==> config.mk <==
export PLATFORM = sky130hd
export DESIGN_NAME = window_min_max_median_reporter_flat
export DESIGN_NICKNAME = d
export VERILOG_FILES = /design/src/hw/rtl/wmm_pkg.sv /design/src/hw/rtl/wmm_if.sv /design/src/hw/rtl/window_min_max_median_reporter.sv /design/src/hw/rtl/wmm_lane.sv /design/src/hw/rtl/wmm_merge.sv /design/src/flat_wrapper.sv
export SDC_FILE = /design/constraint.sdc
export NUM_CORES = 1
export LEC_CHECK = 0
export BUFFER_PORTS_ARGS = -buffer_cell sky130_fd_sc_hd__buf_2
export CAP_MARGIN = 20
export CORE_ASPECT_RATIO = 1.5
export CORE_MARGIN = 2
export CORE_UTILIZATION = 40
export DETAILED_ROUTE_END_ITERATION = 12
export HOLD_SLACK_MARGIN = 0.1
export PLACE_DENSITY = 0.67
export RECOVER_POWER = 25
export REMOVE_ABC_BUFFERS = 1
export SLEW_MARGIN = 15
export SYNTH_ARGS = -nofsm -noshare
export SYNTH_HDL_FRONTEND = slang
export SYNTH_SLANG_ARGS = --single-unit
export TNS_END_PERCENT = 5
==> constraint.sdc <==
create_clock -name clk -period 8.95 [get_ports clk]
set_input_delay 0.895 -clock clk [delete_from_list [all_inputs] [get_ports clk]]
set_output_delay 0.895 -clock clk [all_outputs]
set_load 0.01 [all_outputs]
==> src/hw/rtl/wmm_pkg.sv <==
`timescale 1ns / 1ps

package wmm_pkg;

  localparam int SAMPLE_W = 10;
  localparam int MED_W    = 11;
  localparam int CNT_W    = 8;

  localparam logic [CNT_W-1:0] INTERVAL_RESET = 8'd10;
  localparam logic [CNT_W-1:0] CNT_MAX        = 8'd255;

  typedef logic [SAMPLE_W-1:0] sample_t;
  typedef logic [MED_W-1:0]    median_t;
  typedef logic [CNT_W-1:0]    count_t;

  // scan control from the sequencer to every lane
  typedef struct packed {
    logic clear;
    logic step;
  } scan_ctrl_t;

  // what one lane found over its window
  typedef struct packed {
    sample_t min_val;
    sample_t max_val;
    median_t med_half;
  } lane_stats_t;

endpackage

==> src/hw/rtl/wmm_if.sv <==
`timescale 1ns / 1ps

interface wmm_sample_if;
  logic             valid;
  logic             ready;
  wmm_pkg::sample_t temp_sample;
  wmm_pkg::sample_t humidity_sample;
  wmm_pkg::sample_t gas_sample;

  modport source (output valid, output temp_sample, output humidity_sample,
                  output gas_sample, input ready);
  modport sink   (input valid, input temp_sample, input humidity_sample,
                  input gas_sample, output ready);
endinterface

interface wmm_report_if;
  logic             valid;
  logic             ready;
  wmm_pkg::sample_t temp_min;
  wmm_pkg::sample_t temp_max;
  wmm_pkg::median_t temp_median_half;
  wmm_pkg::sample_t hum_min;
  wmm_pkg::sample_t hum_max;
  wmm_pkg::median_t hum_median_half;
  wmm_pkg::sample_t gas_min;
  wmm_pkg::sample_t gas_max;
  wmm_pkg::median_t gas_median_half;

  modport source (output valid, output temp_min, output temp_max,
                  output temp_median_half, output hum_min, output hum_max,
                  output hum_median_half, output gas_min, output gas_max,
                  output gas_median_half, input ready);
  modport sink   (input valid, input temp_min, input temp_max,
                  input temp_median_half, input hum_min, input hum_max,
                  input hum_median_half, input gas_min, input gas_max,
                  input gas_median_half, output ready);
endinterface

interface wmm_cfg_if;
  logic            valid;
  logic            ready;
  wmm_pkg::count_t data;

  modport source (output valid, output data, input ready);
  modport sink   (input valid, input data, output ready);
endinterface

==> src/hw/rtl/window_min_max_median_reporter.sv <==
`timescale 1ns / 1ps

// channel   dir  modport  carries
// sample    in   sink     temp_sample, humidity_sample, gas_sample
// report    out  source   min, max and median_half of each sensor window
// cfg       in   sink     report_interval write data, always ready
//
// a sample that raises no report is only written; one that raises a report
// is written, then every window entry is rank-scanned in turn
// (one candidate compared against the whole window in each lane), then the
// results are loaded into the report register
// the report register parts the two sides; samples keep flowing while it is
// full unless the next sample would raise another report
// rst is synchronous, active high: windows, slot and counter go to zero,
// report_interval to 10

module window_min_max_median_reporter #(
  parameter int WINDOW = 3
) (
  input  logic          clk,
  input  logic          rst,
  wmm_sample_if.sink    sample,
  wmm_report_if.source  report,
  wmm_cfg_if.sink       cfg
);

  localparam int SW = (WINDOW > 1) ? $clog2(WINDOW) : 1;
  localparam logic [SW-1:0] LAST_SLOT = SW'(WINDOW - 1);

  // sequencer codes
  localparam logic [1:0] ST_IDLE   = 2'd0;
  localparam logic [1:0] ST_SCAN   = 2'd1;
  localparam logic [1:0] ST_FINISH = 2'd2;

  logic [1:0]           state;
  logic [1:0]           state_next;
  logic [SW-1:0]        scan_idx;
  logic [SW-1:0]        write_slot;
  wmm_pkg::count_t      interval;
  wmm_pkg::count_t      cnt;
  wmm_pkg::count_t      cnt_inc;
  logic                 due;
  logic                 accept;
  logic                 scan_last;
  wmm_pkg::scan_ctrl_t  ctrl;
  wmm_pkg::lane_stats_t temp_stats;
  wmm_pkg::lane_stats_t hum_stats;
  wmm_pkg::lane_stats_t gas_stats;

  // saturating sample count, and whether this transfer raises a report
  assign cnt_inc = (cnt == wmm_pkg::CNT_MAX) ? cnt : cnt + 8'd1;
  assign due     = (cnt_inc >= interval);

  // hold samples off only while scanning or loading the report, or when a
  // report is due and the previous one has not been taken yet
  assign sample.ready = (state == ST_IDLE) && (!report.valid || !due);
  assign accept       = sample.valid && sample.ready;
  assign scan_last    = (scan_idx == LAST_SLOT);

  assign ctrl.clear = accept && due;
  assign ctrl.step  = (state == ST_SCAN);

  // configuration register, writes taken at any time
  assign cfg.ready = 1'b1;

  always_ff @(posedge clk) begin
    if (rst) begin
      interval <= wmm_pkg::INTERVAL_RESET;
    end else if (cfg.valid) begin
      interval <= cfg.data;
    end
  end

  always_comb begin
    state_next = state;
    case (state)
      ST_IDLE: begin
        if (accept && due) begin
          state_next = ST_SCAN;
        end
      end
      ST_SCAN: begin
        if (scan_last) begin
          state_next = ST_FINISH;
        end
      end
      ST_FINISH: begin
        state_next = ST_IDLE;
      end
      default: begin
        state_next = ST_IDLE;
      end
    endcase
  end

  always_ff @(posedge clk) begin
    if (rst) begin
      state      <= ST_IDLE;
      scan_idx   <= '0;
      write_slot <= '0;
      cnt        <= '0;
    end else begin
      state <= state_next;
      if (state == ST_SCAN) begin
        scan_idx <= scan_last ? '0 : scan_idx + SW'(1);
      end
      if (accept) begin
        write_slot <= (write_slot == LAST_SLOT) ? '0 : write_slot + SW'(1);
        cnt        <= due ? '0 : cnt_inc;
      end
    end
  end

  // one lane per sensor, all written at the same slot and scanned together
  wmm_lane #(.WINDOW(WINDOW)) u_temp_lane (
    .clk      (clk),
    .rst      (rst),
    .wr_en    (accept),
    .wr_slot  (write_slot),
    .wr_data  (sample.temp_sample),
    .ctrl     (ctrl),
    .scan_idx (scan_idx),
    .stats    (temp_stats)
  );

  wmm_lane #(.WINDOW(WINDOW)) u_hum_lane (
    .clk      (clk),
    .rst      (rst),
    .wr_en    (accept),
    .wr_slot  (write_slot),
    .wr_data  (sample.humidity_sample),
    .ctrl     (ctrl),
    .scan_idx (scan_idx),
    .stats    (hum_stats)
  );

  wmm_lane #(.WINDOW(WINDOW)) u_gas_lane (
    .clk      (clk),
    .rst      (rst),
    .wr_en    (accept),
    .wr_slot  (write_slot),
    .wr_data  (sample.gas_sample),
    .ctrl     (ctrl),
    .scan_idx (scan_idx),
    .stats    (gas_stats)
  );

  // gathers the three lanes into the report register
  wmm_merge u_merge (
    .clk        (clk),
    .rst        (rst),
    .load       (state == ST_FINISH),
    .temp_stats (temp_stats),
    .hum_stats  (hum_stats),
    .gas_stats  (gas_stats),
    .rpt        (report)
  );

`ifndef SYNTH
  // a report only appears after a full scan
  a_report_after_scan: assert property (@(posedge clk) disable iff (rst)
    $rose(report.valid) |-> ($past(state) == ST_FINISH))
    else $error("report raised without a finished scan");

  // a transfer that raises a report clears the count and starts the scan
  a_due_starts_scan: assert property (@(posedge clk) disable iff (rst)
    (accept && due) |=> ((cnt == '0) && (state == ST_SCAN) && (scan_idx == '0)))
    else $error("due report did not start a scan");

  // the report register is never overwritten while it still holds a report
  a_no_overwrite: assert property (@(posedge clk) disable iff (rst)
    (state == ST_FINISH) |-> !report.valid)
    else $error("report register loaded while full");
`endif

endmodule

==> src/hw/rtl/wmm_lane.sv <==
`timescale 1ns / 1ps

module wmm_lane #(
  parameter int WINDOW = 3,
  parameter int SW     = (WINDOW > 1) ? $clog2(WINDOW) : 1
) (
  input  logic                 clk,
  input  logic                 rst,
  input  logic                 wr_en,
  input  logic [SW-1:0]        wr_slot,
  input  wmm_pkg::sample_t     wr_data,
  input  wmm_pkg::scan_ctrl_t  ctrl,
  input  logic [SW-1:0]        scan_idx,
  output wmm_pkg::lane_stats_t stats
);

  localparam logic [SW-1:0] RANK_MIN = '0;
  localparam logic [SW-1:0] RANK_MAX = SW'(WINDOW - 1);
  localparam logic [SW-1:0] MID_LO   = SW'((WINDOW - 1) / 2);
  localparam logic [SW-1:0] MID_HI   = SW'(WINDOW / 2);

  wmm_pkg::sample_t win [WINDOW];
  wmm_pkg::sample_t cand;
  logic [SW-1:0]    rank;
  wmm_pkg::sample_t min_val;
  wmm_pkg::sample_t max_val;
  wmm_pkg::median_t med_acc;
  wmm_pkg::median_t med_add_lo;
  wmm_pkg::median_t med_add_hi;

  // rank of the candidate: smaller entries plus equal ones at lower slots
  always_comb begin
    cand = win[scan_idx];
    rank = '0;
    for (int j = 0; j < WINDOW; j++) begin
      if ((win[j] < cand) || ((win[j] == cand) && (SW'(j) < scan_idx))) begin
        rank = rank + SW'(1);
      end
    end
    med_add_lo = (rank == MID_LO) ? wmm_pkg::median_t'(cand) : '0;
    med_add_hi = (rank == MID_HI) ? wmm_pkg::median_t'(cand) : '0;
  end

  always_ff @(posedge clk) begin
    if (rst) begin
      for (int j = 0; j < WINDOW; j++) begin
        win[j] <= '0;
      end
    end else if (wr_en) begin
      win[wr_slot] <= wr_data;
    end
  end

  always_ff @(posedge clk) begin
    if (ctrl.clear) begin
      med_acc <= '0;
    end else if (ctrl.step) begin
      if (rank == RANK_MIN) begin
        min_val <= cand;
      end
      if (rank == RANK_MAX) begin
        max_val <= cand;
      end
      // odd window: the middle entry matches both and is added twice
      med_acc <= med_acc + med_add_lo + med_add_hi;
    end
  end

  assign stats.min_val  = min_val;
  assign stats.max_val  = max_val;
  assign stats.med_half = med_acc;

endmodule

==> src/hw/rtl/wmm_merge.sv <==
`timescale 1ns / 1ps

module wmm_merge (
  input  logic                 clk,
  input  logic                 rst,
  input  logic                 load,
  input  wmm_pkg::lane_stats_t temp_stats,
  input  wmm_pkg::lane_stats_t hum_stats,
  input  wmm_pkg::lane_stats_t gas_stats,
  wmm_report_if.source         rpt
);

  always_ff @(posedge clk) begin
    if (rst) begin
      rpt.valid <= 1'b0;
    end else if (load) begin
      rpt.valid <= 1'b1;
    end else if (rpt.ready) begin
      rpt.valid <= 1'b0;
    end
  end

  always_ff @(posedge clk) begin
    if (load) begin
      rpt.temp_min         <= temp_stats.min_val;
      rpt.temp_max         <= temp_stats.max_val;
      rpt.temp_median_half <= temp_stats.med_half;
      rpt.hum_min          <= hum_stats.min_val;
      rpt.hum_max          <= hum_stats.max_val;
      rpt.hum_median_half  <= hum_stats.med_half;
      rpt.gas_min          <= gas_stats.min_val;
      rpt.gas_max          <= gas_stats.max_val;
      rpt.gas_median_half  <= gas_stats.med_half;
    end
  end

endmodule

==> src/flat_wrapper.sv <==
// flat-port wrapper written by rule: the top's interface ports become plain ports
module window_min_max_median_reporter_flat 
#(
  parameter int WINDOW = 3
)
  (clk, rst, sample_valid, sample_temp_sample, sample_humidity_sample, sample_gas_sample, sample_ready, report_valid, report_temp_min, report_temp_max, report_temp_median_half, report_hum_min, report_hum_max, report_hum_median_half, report_gas_min, report_gas_max, report_gas_median_half, report_ready, cfg_valid, cfg_data, cfg_ready);
  wmm_sample_if sample_i ();
  wmm_report_if report_i ();
  wmm_cfg_if cfg_i ();
  input  logic clk;
  input  logic rst;
  input wire logic [$bits(sample_i.valid)-1:0] sample_valid;
  input wire logic [$bits(sample_i.temp_sample)-1:0] sample_temp_sample;
  input wire logic [$bits(sample_i.humidity_sample)-1:0] sample_humidity_sample;
  input wire logic [$bits(sample_i.gas_sample)-1:0] sample_gas_sample;
  output wire logic [$bits(sample_i.ready)-1:0] sample_ready;
  output wire logic [$bits(report_i.valid)-1:0] report_valid;
  output wire logic [$bits(report_i.temp_min)-1:0] report_temp_min;
  output wire logic [$bits(report_i.temp_max)-1:0] report_temp_max;
  output wire logic [$bits(report_i.temp_median_half)-1:0] report_temp_median_half;
  output wire logic [$bits(report_i.hum_min)-1:0] report_hum_min;
  output wire logic [$bits(report_i.hum_max)-1:0] report_hum_max;
  output wire logic [$bits(report_i.hum_median_half)-1:0] report_hum_median_half;
  output wire logic [$bits(report_i.gas_min)-1:0] report_gas_min;
  output wire logic [$bits(report_i.gas_max)-1:0] report_gas_max;
  output wire logic [$bits(report_i.gas_median_half)-1:0] report_gas_median_half;
  input wire logic [$bits(report_i.ready)-1:0] report_ready;
  input wire logic [$bits(cfg_i.valid)-1:0] cfg_valid;
  input wire logic [$bits(cfg_i.data)-1:0] cfg_data;
  output wire logic [$bits(cfg_i.ready)-1:0] cfg_ready;
  assign sample_i.valid = sample_valid;
  assign sample_i.temp_sample = sample_temp_sample;
  assign sample_i.humidity_sample = sample_humidity_sample;
  assign sample_i.gas_sample = sample_gas_sample;
  assign sample_ready = sample_i.ready;
  assign report_valid = report_i.valid;
  assign report_temp_min = report_i.temp_min;
  assign report_temp_max = report_i.temp_max;
  assign report_temp_median_half = report_i.temp_median_half;
  assign report_hum_min = report_i.hum_min;
  assign report_hum_max = report_i.hum_max;
  assign report_hum_median_half = report_i.hum_median_half;
  assign report_gas_min = report_i.gas_min;
  assign report_gas_max = report_i.gas_max;
  assign report_gas_median_half = report_i.gas_median_half;
  assign report_i.ready = report_ready;
  assign cfg_i.valid = cfg_valid;
  assign cfg_i.data = cfg_data;
  assign cfg_ready = cfg_i.ready;
  window_min_max_median_reporter #(.WINDOW(WINDOW)) u_core (.clk(clk), .rst(rst), .sample(sample_i), .report(report_i), .cfg(cfg_i));
endmodule
==> impl_metrics.toml <==
[worst_setup_path]
worst-r2r-cell-count = 24
critical_path.cell_chain = "buf_4 > mux4_2 > inv_1 > ha_1 > nor2b_1 > o21a_1 > o21a_1 > o21a_1 > o21a_1 > o2111ai_1 > a31oi_1 > ha_1 > nand2b_1 > mux2i_1 > nand2_1 > inv_1 > ha_1 > a211oi_1 > nor2_1 > o21ai_0 > o21ai_0 > nor4_1 > o211ai_1 > o211ai_1"
cp.depth = 24
cp.arrival_ns = 7.66
timing.critical_path.mode_cell = "sky130_fd_sc_hd__o21a_1"
end_kind = "flop"
critical_path_peak_fanout = 21
cp_num_buf_inv = 3
cp.required_ns = 9.43
critical_path.startpoint_type = "flop"
worstSetupPathType = "flop to flop"
critical-path-slowest-cell = "sky130_fd_sc_hd__dfxtp_1"
kind_of_cell_with_the_highest_combined_delay_on_the_critical_path = "compound AO/OA/AOI/OAI gates"
worst_path_largest_cell_delay_ns = 1.27

[yosys]
postSynthRegisterBits = 325
synth_top_cells_by_area = "sky130_fd_sc_hd__edfxtp_1 52%, sky130_fd_sc_hd__ha_1 11%, sky130_fd_sc_hd__dfxtp_1 7.1%, sky130_fd_sc_hd__mux4_2 4.2%, sky130_fd_sc_hd__nor2_1 3.3%"
yosysTopAreaCell = "sky130_fd_sc_hd__edfxtp_1"
syn-mean-instance-area_um2 = 12.6
synth_ff_type = "sky130_fd_sc_hd__edfxtp_1"
synth_async_sr_flop_share_pct = 0
netlist_instances = 1233
synth.most_common_cell = "sky130_fd_sc_hd__edfxtp_1"
synth_area_um2 = 15600
synth_top_area_share_pct = 52.1
synth_cell_type_count = 61
synth_commonest_cells = "270 x sky130_fd_sc_hd__edfxtp_1, 136 x sky130_fd_sc_hd__nor2_1, 132 x sky130_fd_sc_hd__ha_1"
synth-seq-area-share_pct = 59.2
synth_edf_count = 270
warning_count_from_the_yosys_run = 0

[finish]
design.final.nets = 1545
finalNonFillerCells = 1888
layout-drive-gt1-share_pct = 16.2
stdcell_area_um2 = 17700
finalCoreUtilization_pct = 46.0
syn_to_final_growth_pct = 13.5

[clocking]
clkSinkCount = 325
cts.clk_slew.worst_paths_ns = 0.07
cts_resized = 0
post_cts_setup_driven_buffer_insertion_count = 0
clk_root_buffer_cell = "sky130_fd_sc_hd__clkbuf_16"
cts-buffers-inserted = 30
max-clock-path-buffers = 3
tritoncts = "yes"
clock_insertion_delay_worst_skew_ns = 0.58
cts.htree.levels = 1
ctsHoldBuffers = 0

[placement]
gp_routability_congestion = 0.869
dp.final_hpwl_um = 24500
placedInstanceArea_um2 = 16700
number_of_port_buffers = 134
place.detailed.instances = 1830

[floorplanning]
ioPinCount = 139
core-area_um2 = 38400
dieArea_um2 = 40500
fp.dieW_um = 165
std_cell_rows = 88
floorplan.initialDensity_pct = 40.5
chipHeight_um = 246

[sta]
setup_repair_after_global_routing_missed_its_margin = "no"
tightestPinTransition_ns = 2.81
timing.final.hold_violations = 0
max-slew-margin-rel_pct = -87.5
fin_crit_sh_pct = 80.2
timing.setup.tns_ns = 0
final-setup-viol-count = 0
achievable-frequency_mhz = 139
skew_ns = 0.0234
slew_violations = 128
fin_crit_ns = 7.18

[global_routing]
wire_length_of_the_first_global_routing_pass_um = 53600
overall_fraction_of_global_route_tracks_in_use_pct = 17.0
first_global_vias = 10100
grt_max_degree = 64
grt_antenna_before_repair = 4
overflow = 0

[detailed_routing]
drt_wl_total_um = 34500
drcViolationCount = 0
routedLengthMet1_um = 13400
post_drt_wl_per_cell_um = 18.3
antenna_left = 0
drt_first_iter_violations = 574
via_per_inst = 5.25
met3WireLength_um = 1590
route.vias.total = 9916
route.top_layer_used = "met5"
met2_wirelength_um = 18300
firstDrtPassIters = 5

[flow_run]
maxCapViolations = 3

[power_and_ir_drop]
total_power_mw = 3.75
powerDensity_nw_per_um2 = 212
ir_drop_v = 0.000138
static_leakage_power_nw = 6.77

[outcome]
outcome = "finished with violations"
violations = "max-capacitance violations, max-slew violations"

[hold_path]
whs_path_depth = 0
hold_class = "flop to flop"
==> routing by layer <==
metal  vias to the layer above  GRT usage [%]
met3                        74           2.53
met4                         4           6.80
met2                       229           31.6
met5                         -              0
li1                       4818              -
met1                      4791           19.3
==> per-stage QoR <==
step	setup WS [ns]	hold slack, ns
2_1_floorplan	2.76	0.400
3_3_place_gp	2.53	0.402
3_5_place_dp	2.29	0.405
4_1_cts	2.23	0.417
5_1_grt	1.04	0.425
6_report	1.77	0.417
==> flip-flops by register name, summed over array words and instances, names as in the netlist, 10 cells and up, named ones only <==
name and count:
u_core.u_gas_lane.max_val 10, u_core.u_gas_lane.med_acc 10, u_core.u_gas_lane.min_val 10, u_core.u_gas_lane.win 40, u_core.u_hum_lane.max_val 10, u_core.u_hum_lane.med_acc 10
u_core.u_hum_lane.min_val 10, u_core.u_hum_lane.win 40, u_core.u_merge.rpt.gas_max 10, u_core.u_merge.rpt.gas_median_half 10, u_core.u_merge.rpt.gas_min 10, u_core.u_merge.rpt.hum_max 10
u_core.u_merge.rpt.hum_median_half 10, u_core.u_merge.rpt.hum_min 10, u_core.u_merge.rpt.temp_max 10, u_core.u_merge.rpt.temp_median_half 10, u_core.u_merge.rpt.temp_min 10, u_core.u_temp_lane.max_val 10
u_core.u_temp_lane.med_acc 10, u_core.u_temp_lane.min_val 10, u_core.u_temp_lane.win 40
==> layout by cell type (no fill, tap or decap), types with 30 or more instances in the layout <==
master / synthesis / layout
sky130_fd_sc_hd__inv_1: 70 / 70
sky130_fd_sc_hd__ha_1: 132 / 132
sky130_fd_sc_hd__edfxtp_1: 270 / 270
sky130_fd_sc_hd__nand2_1: 94 / 91
sky130_fd_sc_hd__clkbuf_1: 22 / 31
sky130_fd_sc_hd__a21oi_1: 68 / 68
sky130_fd_sc_hd__dfxtp_1: 55 / 55
sky130_fd_sc_hd__nor2_1: 136 / 136
sky130_fd_sc_hd__o21ai_0: 38 / 38
sky130_fd_sc_hd__buf_2: 7 / 110
sky130_fd_sc_hd__clkbuf_16: 0 / 30
==> cells by family (layout without fill, tap and decap cells) <==
family | after synthesis | count (layout) | share of synthesized area (%)
flip-flops | 325 | 325 | 59.2
adder cells (fa/ha/maj) | 135 | 135 | 11.0
other | 2 | 6 | 0.0482
AND/OR/NAND/NOR | 382 | 382 | 11.6
XOR/XNOR | 12 | 12 | 0.675
multiplexers | 46 | 46 | 5.31
buffers and inverters | 118 | 274 | 3.34
AO/OA/AOI/OAI | 213 | 213 | 8.87
==> worst register-to-register path, cell delays in order, from the launching register on <==
cell and delay [ns]:
sky130_fd_sc_hd__dfxtp_1 1.27, sky130_fd_sc_hd__buf_4 0.44, sky130_fd_sc_hd__mux4_2 0.61, sky130_fd_sc_hd__inv_1 0.14
sky130_fd_sc_hd__ha_1 0.26, sky130_fd_sc_hd__nor2b_1 0.13, sky130_fd_sc_hd__o21a_1 0.16, sky130_fd_sc_hd__o21a_1 0.16
sky130_fd_sc_hd__o21a_1 0.16, sky130_fd_sc_hd__o21a_1 0.18, sky130_fd_sc_hd__o2111ai_1 0.26, sky130_fd_sc_hd__a31oi_1 0.13
sky130_fd_sc_hd__ha_1 0.38, sky130_fd_sc_hd__nand2b_1 0.17, sky130_fd_sc_hd__mux2i_1 0.58, sky130_fd_sc_hd__nand2_1 0.21
sky130_fd_sc_hd__inv_1 0.10, sky130_fd_sc_hd__ha_1 0.23, sky130_fd_sc_hd__a211oi_1 0.30, sky130_fd_sc_hd__nor2_1 0.13
sky130_fd_sc_hd__o21ai_0 0.39, sky130_fd_sc_hd__o21ai_0 0.21, sky130_fd_sc_hd__nor4_1 0.21, sky130_fd_sc_hd__o211ai_1 0.13
sky130_fd_sc_hd__o211ai_1 0.13
==> final timing paths <==
path	start	end	slack, ns
max	flop	u_core.u_gas_lane.med_acc[10]	1.77
min	u_core.u_hum_lane.max_val[8]	u_core.u_merge.rpt.hum_max[8]	0.42
max reg2reg	flop	u_core.u_gas_lane.med_acc[10]	1.77
min reg2reg	u_core.u_hum_lane.max_val[8]	u_core.u_merge.rpt.hum_max[8]	0.42
==> power by group <==
part / total (mW) / leakage [nW] / internal [mW] / switching, mW
Combinational: 0.647 / 3.27 / 0.282 / 0.365
Clock: 1.26 / 0.469 / 0.670 / 0.587
Sequential: 1.84 / 3.03 / 1.76 / 0.0861
Total: 3.75 / 6.77 / 2.71 / 1.04
==> area by class of cell <==
type / instances / area, um2
diodes: 2 / 5.00
clock buffers: 36 / 783
clock inverters: 20 / 186
fillers: 3466 / 20800
inverters: 71 / 267
multi-input cells: 792 / 5860
flip-flops and latches: 325 / 9210
well taps: 495 / 619
repair buffers: 147 / 731
Power figures use the tool's default switching activity.
